## src/rtl/assert_macros.svh

```systemverilog
// Assertion macros for the cache RTL.
// Used at the end of the top level; needs clk and rst_n in scope.
`ifndef ASSERT_MACROS_SVH
`define ASSERT_MACROS_SVH

// Checked every clock outside reset.
`define ASSERT_CLK(label, prop, msg) \
  label: assert property (@(posedge clk) disable iff (!rst_n) prop) \
    else $error(msg);

// Expression that must never be true outside reset.
`define ASSERT_NEVER(label, expr, msg) \
  `ASSERT_CLK(label, !(expr), msg)

`endif

```

## src/rtl/lfu_pkg.sv

```systemverilog
// Shared types and constants for the LFU cache with LRU tie-break.
// No dependencies.
package lfu_pkg;

  localparam int ENTRIES    = 16;
  localparam int IDX_W      = $clog2(ENTRIES);
  localparam int OCC_W      = $clog2(ENTRIES + 1);
  localparam int COUNT_BITS = 16;
  localparam int KEY_W      = 32;
  localparam int VAL_W      = 32;

  typedef logic [IDX_W-1:0]      idx_t;
  typedef logic [OCC_W-1:0]      occ_t;
  typedef logic [COUNT_BITS-1:0] cnt_t;
  typedef logic [KEY_W-1:0]      key_t;
  typedef logic [VAL_W-1:0]      val_t;

  localparam cnt_t COUNT_MAX = '1;
  localparam cnt_t COUNT_ONE = cnt_t'(1);
  localparam val_t VAL_MISS  = '1;

  typedef enum logic [1:0] {
    OP_NONE   = 2'd0,
    OP_TOUCH  = 2'd1,
    OP_INSERT = 2'd2
  } upd_op_t;

  typedef struct packed {
    logic valid;
    key_t key;
    val_t value;
    cnt_t count;
    idx_t rank;
  } entry_t;

  typedef struct packed {
    logic found;
    idx_t hit_idx;
    val_t hit_value;
    cnt_t hit_count;
    idx_t hit_rank;
    logic vic_any;
    idx_t vic_idx;
    cnt_t vic_count;
    idx_t vic_rank;
    logic free_any;
    idx_t free_idx;
  } scan_res_t;

  typedef struct packed {
    upd_op_t op;
    idx_t    slot;
    logic    wr_value;
    key_t    key;
    val_t    value;
    cnt_t    count;
    logic    evict;
    idx_t    vic_idx;
    idx_t    pivot;
  } upd_t;

endpackage

```

## src/rtl/lfu_cache_lru_tiebreak.sv

```systemverilog
// Top level: LFU key-value cache with LRU tie-break, sequencer and result register.
// Uses lfu_pkg, lfu_store, lfu_scan and assert_macros.svh.
//
//   port group  dir  contents
//   in_         in   word: tuser = mode, tdata = key, value
//   out_        out  word: tuser = hit, evicted; tdata = read_value
//   cfg_        in   capacity write
//
// Each word goes through the accept edge, the shared compare unit over all 16 slots
// (one slot per cycle), and the update step.
// The update cycle waits while the result register is still full.
// rst_n is synchronous, active low; the cache comes up empty, capacity 16.
module lfu_cache_lru_tiebreak import lfu_pkg::*; (
  input  logic        clk,
  input  logic        rst_n,
  input  logic        in_tvalid,
  output logic        in_tready,
  input  logic [63:0] in_tdata,   // [31:0] key, [63:32] value
  input  logic        in_tuser,   // [0] mode
  output logic        out_tvalid,
  input  logic        out_tready,
  output logic [31:0] out_tdata,  // [31:0] read_value
  output logic [1:0]  out_tuser,  // [0] hit, [1] evicted
  input  logic        cfg_we,
  input  logic [4:0]  cfg_data
);

`include "assert_macros.svh"

  typedef enum logic [2:0] {
    S_IDLE = 3'b001,
    S_SCAN = 3'b010,
    S_UPD  = 3'b100
  } state_t;

  state_t    state_r, state_nxt;
  idx_t      idx_r;
  occ_t      occ_r, cap_r, capc;
  logic      mode_r;
  key_t      key_r;
  val_t      value_r;
  logic      out_valid_r, hit_r, ev_r;
  val_t      rv_r;
  entry_t    rd_entry;
  scan_res_t sres;
  upd_t      upd;
  logic      accept, do_upd, full, evict, insert, touch;
  idx_t      ins_slot;
  cnt_t      bumped;

  assign accept    = in_tvalid && in_tready;
  assign in_tready = (state_r == S_IDLE);
  assign capc      = (cap_r > occ_t'(ENTRIES)) ? occ_t'(ENTRIES) : cap_r;
  assign do_upd    = (state_r == S_UPD) && (!out_valid_r || out_tready);
  assign full      = occ_r >= capc;
  assign touch     = sres.found && (!mode_r || capc != '0);
  assign evict     = mode_r && capc != '0 && !sres.found && full && sres.vic_any;
  assign insert    = mode_r && capc != '0 && !sres.found && (evict || sres.free_any);
  assign ins_slot  = (evict && (!sres.free_any || sres.vic_idx < sres.free_idx)) ?
                     sres.vic_idx : sres.free_idx;
  assign bumped    = (sres.hit_count == COUNT_MAX) ? sres.hit_count
                                                   : sres.hit_count + COUNT_ONE;

  always_comb begin
    upd.op       = OP_NONE;
    upd.slot     = sres.hit_idx;
    upd.wr_value = mode_r;
    upd.key      = key_r;
    upd.value    = value_r;
    upd.count    = bumped;
    upd.evict    = evict;
    upd.vic_idx  = sres.vic_idx;
    upd.pivot    = sres.hit_rank;
    if (do_upd && touch) begin
      upd.op = OP_TOUCH;
    end else if (do_upd && insert) begin
      upd.op    = OP_INSERT;
      upd.slot  = ins_slot;
      upd.count = COUNT_ONE;
      upd.pivot = sres.vic_rank;
    end
  end

  lfu_store u_store (
    .clk      (clk),
    .rst_n    (rst_n),
    .rd_idx   (idx_r),
    .rd_entry (rd_entry),
    .upd      (upd)
  );

  lfu_scan u_scan (
    .clk   (clk),
    .rst_n (rst_n),
    .start (accept),
    .step  (state_r == S_SCAN),
    .idx   (idx_r),
    .ent   (rd_entry),
    .key   (key_r),
    .res   (sres)
  );

  always_comb begin
    state_nxt = state_r;
    case (state_r)
      S_IDLE: if (accept) state_nxt = S_SCAN;
      S_SCAN: if (idx_r == idx_t'(ENTRIES - 1)) state_nxt = S_UPD;
      S_UPD:  if (do_upd) state_nxt = S_IDLE;
      default: state_nxt = S_IDLE;
    endcase
  end

  always_ff @(posedge clk) begin
    if (!rst_n) begin
      state_r     <= S_IDLE;
      idx_r       <= '0;
      occ_r       <= '0;
      cap_r       <= occ_t'(ENTRIES);
      out_valid_r <= 1'b0;
    end else begin
      state_r <= state_nxt;
      if (cfg_we) cap_r <= cfg_data;
      if (accept) idx_r <= '0;
      else if (state_r == S_SCAN) idx_r <= idx_r + idx_t'(1);
      if (do_upd && insert) occ_r <= evict ? occ_r : occ_r + occ_t'(1);
      if (do_upd) out_valid_r <= 1'b1;
      else if (out_tready) out_valid_r <= 1'b0;
    end
  end

  always_ff @(posedge clk) begin
    if (accept) begin
      mode_r  <= in_tuser;
      key_r   <= in_tdata[31:0];
      value_r <= in_tdata[63:32];
    end
    if (do_upd) begin
      hit_r <= sres.found;
      ev_r  <= evict;
      if (mode_r) rv_r <= '0;
      else rv_r <= sres.found ? sres.hit_value : VAL_MISS;
    end
  end

  assign out_tvalid = out_valid_r;
  assign out_tdata  = rv_r;
  assign out_tuser  = {ev_r, hit_r};

  `ASSERT_NEVER(a_occ_range, occ_r > occ_t'(ENTRIES), "occupancy above entry count")
  `ASSERT_CLK(a_scan_start, accept |=> (state_r == S_SCAN && idx_r == '0), "scan not started")
  `ASSERT_CLK(a_occ_hold, (!do_upd) |=> $stable(occ_r), "occupancy moved outside update")
  `ASSERT_NEVER(a_evict_miss, out_tvalid && out_tuser[1] && out_tuser[0], "eviction on a hit")

endmodule

```

## src/rtl/lfu_store.sv

```systemverilog
// Entry storage: valid, key, value, use count and recency rank per slot.
// One read port at the scan index; update command from the sequencer. Uses lfu_pkg.
module lfu_store import lfu_pkg::*; (
  input  logic   clk,
  input  logic   rst_n,
  input  idx_t   rd_idx,
  output entry_t rd_entry,
  input  upd_t   upd
);

  logic valid_r [ENTRIES];
  key_t key_r   [ENTRIES];
  val_t val_r   [ENTRIES];
  cnt_t cnt_r   [ENTRIES];
  idx_t rank_r  [ENTRIES];

  always_comb begin
    rd_entry.valid = valid_r[rd_idx];
    rd_entry.key   = key_r[rd_idx];
    rd_entry.value = val_r[rd_idx];
    rd_entry.count = cnt_r[rd_idx];
    rd_entry.rank  = rank_r[rd_idx];
  end

  always_ff @(posedge clk) begin
    if (!rst_n) begin
      for (int i = 0; i < ENTRIES; i++) valid_r[i] <= 1'b0;
    end else begin
      case (upd.op)
        OP_TOUCH: begin
          for (int i = 0; i < ENTRIES; i++) begin
            if (idx_t'(i) == upd.slot) begin
              rank_r[i] <= '0;
              cnt_r[i]  <= upd.count;
              if (upd.wr_value) val_r[i] <= upd.value;
            end else if (valid_r[i] && rank_r[i] < upd.pivot) begin
              rank_r[i] <= rank_r[i] + idx_t'(1);
            end
          end
        end
        OP_INSERT: begin
          for (int i = 0; i < ENTRIES; i++) begin
            if (idx_t'(i) == upd.slot) begin
              valid_r[i] <= 1'b1;
              key_r[i]   <= upd.key;
              val_r[i]   <= upd.value;
              cnt_r[i]   <= upd.count;
              rank_r[i]  <= '0;
            end else if (upd.evict && idx_t'(i) == upd.vic_idx) begin
              valid_r[i] <= 1'b0;
            end else if (valid_r[i] && !(upd.evict && rank_r[i] > upd.pivot)) begin
              rank_r[i] <= rank_r[i] + idx_t'(1);
            end
          end
        end
        default: ;
      endcase
    end
  end

endmodule

```

## src/rtl/lfu_scan.sv

```systemverilog
// Shared compare unit: one entry per cycle for key match, victim and free slot.
// Holds the running scan result. Uses lfu_pkg.
module lfu_scan import lfu_pkg::*; (
  input  logic      clk,
  input  logic      rst_n,
  input  logic      start,
  input  logic      step,
  input  idx_t      idx,
  input  entry_t    ent,
  input  key_t      key,
  output scan_res_t res
);

  scan_res_t res_r, res_nxt;
  logic      match, better, free;

  assign match  = ent.valid && ent.key == key;
  assign better = ent.valid && (!res_r.vic_any || ent.count < res_r.vic_count ||
                  (ent.count == res_r.vic_count && ent.rank > res_r.vic_rank));
  assign free   = !ent.valid && !res_r.free_any;

  always_comb begin
    res_nxt = res_r;
    if (start) begin
      res_nxt.found    = 1'b0;
      res_nxt.vic_any  = 1'b0;
      res_nxt.free_any = 1'b0;
    end else if (step) begin
      if (match && !res_r.found) begin
        res_nxt.found     = 1'b1;
        res_nxt.hit_idx   = idx;
        res_nxt.hit_value = ent.value;
        res_nxt.hit_count = ent.count;
        res_nxt.hit_rank  = ent.rank;
      end
      if (better) begin
        res_nxt.vic_any   = 1'b1;
        res_nxt.vic_idx   = idx;
        res_nxt.vic_count = ent.count;
        res_nxt.vic_rank  = ent.rank;
      end
      if (free) begin
        res_nxt.free_any = 1'b1;
        res_nxt.free_idx = idx;
      end
    end
  end

  always_ff @(posedge clk) begin
    if (!rst_n) begin
      res_r.found    <= 1'b0;
      res_r.vic_any  <= 1'b0;
      res_r.free_any <= 1'b0;
    end else begin
      res_r <= res_nxt;
    end
  end

  assign res = res_r;

endmodule

```

## config.mk

```make
export PLATFORM = sky130hd
export DESIGN_NAME = lfu_cache_lru_tiebreak
export DESIGN_NICKNAME = d
export VERILOG_FILES = /design/src/rtl/lfu_pkg.sv /design/src/rtl/lfu_cache_lru_tiebreak.sv /design/src/rtl/lfu_store.sv /design/src/rtl/lfu_scan.sv
export VERILOG_INCLUDE_DIRS = /design/src /design/src/rtl
export SDC_FILE = /design/constraint.sdc
export NUM_CORES = 2
export LEC_CHECK = 0
export ABC_AREA = 0
export BUFFER_PORTS_ARGS = -buffer_cell sky130_fd_sc_hd__buf_2
export CORE_MARGIN = 5
export CORE_UTILIZATION = 25
export CTS_CLUSTER_SIZE = 14
export DETAILED_ROUTE_END_ITERATION = 12
export PLACE_DENSITY = 0.44
export SKIP_LAST_GASP = 1
export SYNTH_ARGS = -nofsm -noshare
export SYNTH_HDL_FRONTEND = slang
export SYNTH_SLANG_ARGS = --single-unit
```

## constraint.sdc

```tcl
create_clock -name clk -period 9.9 [get_ports clk]
set_input_delay 0.495 -clock clk [delete_from_list [all_inputs] [get_ports clk]]
set_output_delay 0.495 -clock clk [all_outputs]
set_load 0.02 [all_outputs]
```

==> results.py <==
metrics = {
    "run_status": {
        "outcome": "finished clean",
    },
    "grt": {
        "via_count_of_the_first_global_routing_pass": 33200,
        "grt_first_pass_wirelength_um": 247000,
        "grt_overflow": 0,
        "grt_start_max_net_pins": 95,
        "antenna_found_initial": 8,
        "gr-usage-all-layers": 0.129,
    },
    "timing": {
        "timing.final.crit_period_ns": 5.68,
        "fin_worst_hold_slack_ns": 0.245,
        "report.final.slew_viol_count": 0,
        "worst_clock_skew_ns": 0.0656,
        "tightest_slew_ns": 1.16,
        "post-route-period-util": 0.573,
        "final_setup_violating_endpoints": 0,
        "maxClockFrequency_ghz": 0.176,
        "finalHoldViolCount": 0,
        "tns_ns": 0,
        "grt_setup_unrepaired": "no",
        "maxSlewHeadroom": 0.229,
    },
    "yosys": {
        "largest_family_of_logic_cells_by_synthesized_area": "multiplexers",
        "yosys_most_used_dff": "sky130_fd_sc_hd__edfxtp_1",
        "synthesized_area_fraction_occupied_by_xor_and_xnor_cells": 0.0159,
        "seq_area_frac_synth": 0.736,
        "synth-async-reset-ratio": 0,
        "synth_enable_flop_cells": 1530,
        "synth_fp_nets": 3326,
        "synth_simple_gate_area_share": 0.0324,
        "netlist_instances": 3172,
        "synthesis.yosys.warnings": 0,
        "muxShareOfSynthArea": 0.154,
        "synth_cell_types": 83,
        "synth_compound_area_frac": 0.0271,
        "synthesis.area_per_instance_um2": 20.0,
        "syn-cell-area_mm2": 0.0634,
        "yosys.area_share.adder": 0.0190,
        "synth-seq-cells": 1568,
    },
    "route": {
        "detail_route.iter0.violations": 2803,
        "drt-vias-per-instance": 4.51,
        "drt-pass1-iter-count": 5,
        "number_of_remaining_drc_errors": 0,
        "routed_wirelength_um": 172000,
        "vias": 31500,
        "routed_wire_length_per_instance_um": 24.6,
        "antenna_left": 0,
    },
    "cts": {
        "clock_tree_from_tritoncts": "yes",
        "h-tree-depth": 4,
        "cts_resized": 0,
        "root_buffer": "sky130_fd_sc_hd__clkbuf_16",
        "cts.sinks": 1568,
        "worstSkewPairLatency_ns": 0.83,
        "cts_max_path_buffers": 3,
        "numCtsBuffers": 172,
        "cts.reportedPaths.clkPinSlew_ns": 0.06,
    },
    "power": {
        "internal_power_mw": 11.0,
        "power.combinational.fraction": 0.012,
        "leakagePower_nw": 23.1,
        "clockPowerShare": 0.455,
        "ir_drop_mv": 0.151,
        "power.switching_fraction": 0.207,
        "power.total_mw": 13.9,
        "p_seq_frac": 0.533,
        "power.density_cell_area_mw_per_mm2": 185,
        "power.switching_mw": 2.87,
    },
    "floorplan": {
        "die_h_um": 514,
        "core.rowCount": 185,
        "ios": 111,
        "initial_utilization": 0.250,
        "die_area_mm2": 0.264,
        "placeableCoreArea_mm2": 0.253,
        "die-width_um": 514,
    },
    "placed_design": {
        "detailed_place_hpwl_um": 90500,
        "port_buffers": 110,
        "place.gp.congestion": 0.778,
        "numPlacedInstances": 6591,
    },
    "layout": {
        "seq_area_mm2": 0.0467,
        "multiInputGateArea_mm2": 0.0160,
        "fraction_of_layout_cells_with_a_size_suffix_above_1": 0.261,
        "mostFrequentLayoutCells": "1,530 x sky130_fd_sc_hd__edfxtp_1, 425 x sky130_fd_sc_hd__mux4_2, 174 x sky130_fd_sc_hd__clkbuf_16",
        "area_added_between_synthesis_and_finish_pct": 18.1,
        "n_fill_cell": 24900,
        "mostFrequentLayoutCell": "sky130_fd_sc_hd__edfxtp_1",
        "finish.utilization": 0.296,
        "finalNetCount": 3630,
        "layoutNonFillerInstCount": 6987,
    },
    "critical_path": {
        "crit_path_start_kind": "register",
        "path_max_fanout": 74,
        "required_ns": 10.30,
        "cp-end-kind": "register",
        "critPathKind": "register to register",
        "critPathArrivalTime_ns": 6.07,
    },
    "job": {
        "max_cap_viol_count": 0,
    },
    "hold_path": {
        "hold_class": "input pin to register",
    },
}
metal layers:
layer  up-vias  GRT usage  share of wire
met5         -          0              0
li1      13600          -              -
met3       254     0.0214          0.040
met2       697      0.211           0.48
met4         0     0.0407          0.029
met1     16900      0.175           0.45
cells in the mapped netlist (3+ instances only):
master	n	area share
sky130_fd_sc_hd__edfxtp_1	1530	0.72
sky130_fd_sc_hd__mux4_2	425	0.15
sky130_fd_sc_hd__nor2_1	137	0.0081
sky130_fd_sc_hd__nand2_1	110	0.0065
sky130_fd_sc_hd__inv_1	108	0.0064
sky130_fd_sc_hd__a21oi_1	92	0.0073
sky130_fd_sc_hd__clkbuf_1	84	0.0050
sky130_fd_sc_hd__ha_1	79	0.016
sky130_fd_sc_hd__xnor2_1	76	0.010
sky130_fd_sc_hd__o21ai_0	58	0.0046
sky130_fd_sc_hd__buf_1	48	0.0028
sky130_fd_sc_hd__nand3_1	45	0.0036
sky130_fd_sc_hd__xor2_1	39	0.0054
sky130_fd_sc_hd__dfxtp_1	38	0.012
sky130_fd_sc_hd__nand4_1	29	0.0029
sky130_fd_sc_hd__and3_1	18	0.0018
sky130_fd_sc_hd__maj3_1	18	0.0028
sky130_fd_sc_hd__nand2b_1	17	0.0017
sky130_fd_sc_hd__nor2b_1	17	0.0017
sky130_fd_sc_hd__mux2i_1	15	0.0024
sky130_fd_sc_hd__nor3_1	15	0.0012
sky130_fd_sc_hd__o21a_1	14	0.0017
sky130_fd_sc_hd__a211oi_1	13	0.0015
sky130_fd_sc_hd__and2_1	11	0.0011
sky130_fd_sc_hd__nor4_1	10	0.00099
sky130_fd_sc_hd__o211ai_1	9	0.0011
sky130_fd_sc_hd__a21o_1	8	0.00095
sky130_fd_sc_hd__o31ai_1	8	0.00095
sky130_fd_sc_hd__o31a_1	6	0.00083
sky130_fd_sc_hd__o311a_1	5	0.00079
sky130_fd_sc_hd__buf_2	4	0.00032
sky130_fd_sc_hd__o2111ai_1	4	0.00055
sky130_fd_sc_hd__o21bai_1	4	0.00047
sky130_fd_sc_hd__o311ai_0	4	0.00055
sky130_fd_sc_hd__or2_2	4	0.00039
sky130_fd_sc_hd__a31o_2	3	0.00041
sky130_fd_sc_hd__a31oi_1	3	0.00030
sky130_fd_sc_hd__buf_6	3	0.00053
sky130_fd_sc_hd__maj3_2	3	0.00053
sky130_fd_sc_hd__or4_1	3	0.00036
power groups by stage:
stage	logic (mW)	registers, mW	clock network [mW]
2_1_floorplan	0.0859	7.48	0
3_3_place_gp	0.147	7.52	0
3_5_place_dp	0.147	7.52	0
4_1_cts	0.174	7.38	6.51
5_1_grt	0.182	7.39	6.80
6_report	0.168	7.38	6.30
through the flow:
step / setup WS (ns) / instance area (um^2)
CTS: 4.09 / 74900
floorplan: 3.32 / 63400
finish: 4.22 / 74900
global placement: 4.18 / 68600
global route: 3.85 / 74900
detailed placement: 4.15 / 68600
cells by family after synthesis:
group                      Yosys count
AOI/OAI and AO/OA                  264
xor gates and xnor gates           115
adders and majority gates          100
buffers and inverters              251
DFF                               1568
muxes                              442
and+or+nand+nor                    432
cell type report:
class,instances,share of cell area
flip-flops and latches,1568,0.624
multi-input cells,1353,0.213
clock buffers,213,0.0605
well taps,3366,0.0563
repair buffers,271,0.0266
clock inverters,101,0.0134
inverters,110,0.00562
diodes,5,0.000167
registers in the layout, summed over array words and instances, names as in the netlist, 32 cells and up, named ones only:
register / cells
u_store.rank_r: 64
u_scan.res: 87
key_r: 32
value_r: 32
u_store.val_r: 512
u_store.cnt_r: 256
u_store.key_r: 512
out_tdata: 32
worst max-delay path, cell delays in order, from the launching register on:
cell,delay [ns]
sky130_fd_sc_hd__dfxtp_4,0.83
sky130_fd_sc_hd__buf_12,0.56
sky130_fd_sc_hd__mux4_2,0.58
sky130_fd_sc_hd__mux4_2,0.55
sky130_fd_sc_hd__ha_1,0.34
sky130_fd_sc_hd__nor2b_1,0.14
sky130_fd_sc_hd__o21a_1,0.17
sky130_fd_sc_hd__o21a_1,0.16
sky130_fd_sc_hd__o21a_1,0.16
sky130_fd_sc_hd__o21a_1,0.16
sky130_fd_sc_hd__o21a_1,0.16
sky130_fd_sc_hd__o21a_1,0.16
sky130_fd_sc_hd__o21ai_0,0.14
sky130_fd_sc_hd__nand2_1,0.12
sky130_fd_sc_hd__a31oi_4,0.93
repair_timing:
| item | in CTS | in global routing |
|---|---|---|
| hold buffers | 77 | 0 |
| endpoints found under the hold margin | 71 | 0 |
| buffers inserted | 0 | 0 |
worst paths after layout:
kind	start	endpoint	slack, ns	cells past startpoint
setup / recovery	register	u_scan.res[9]	4.22	14
hold / removal	rst_n	state_r[0]	0.25	2
setup reg to reg	register	u_scan.res[9]	4.22	14
hold reg to reg	state_r[0]	state_r[2]	0.50	1
Note: power is estimated with default switching activity, not from simulation.
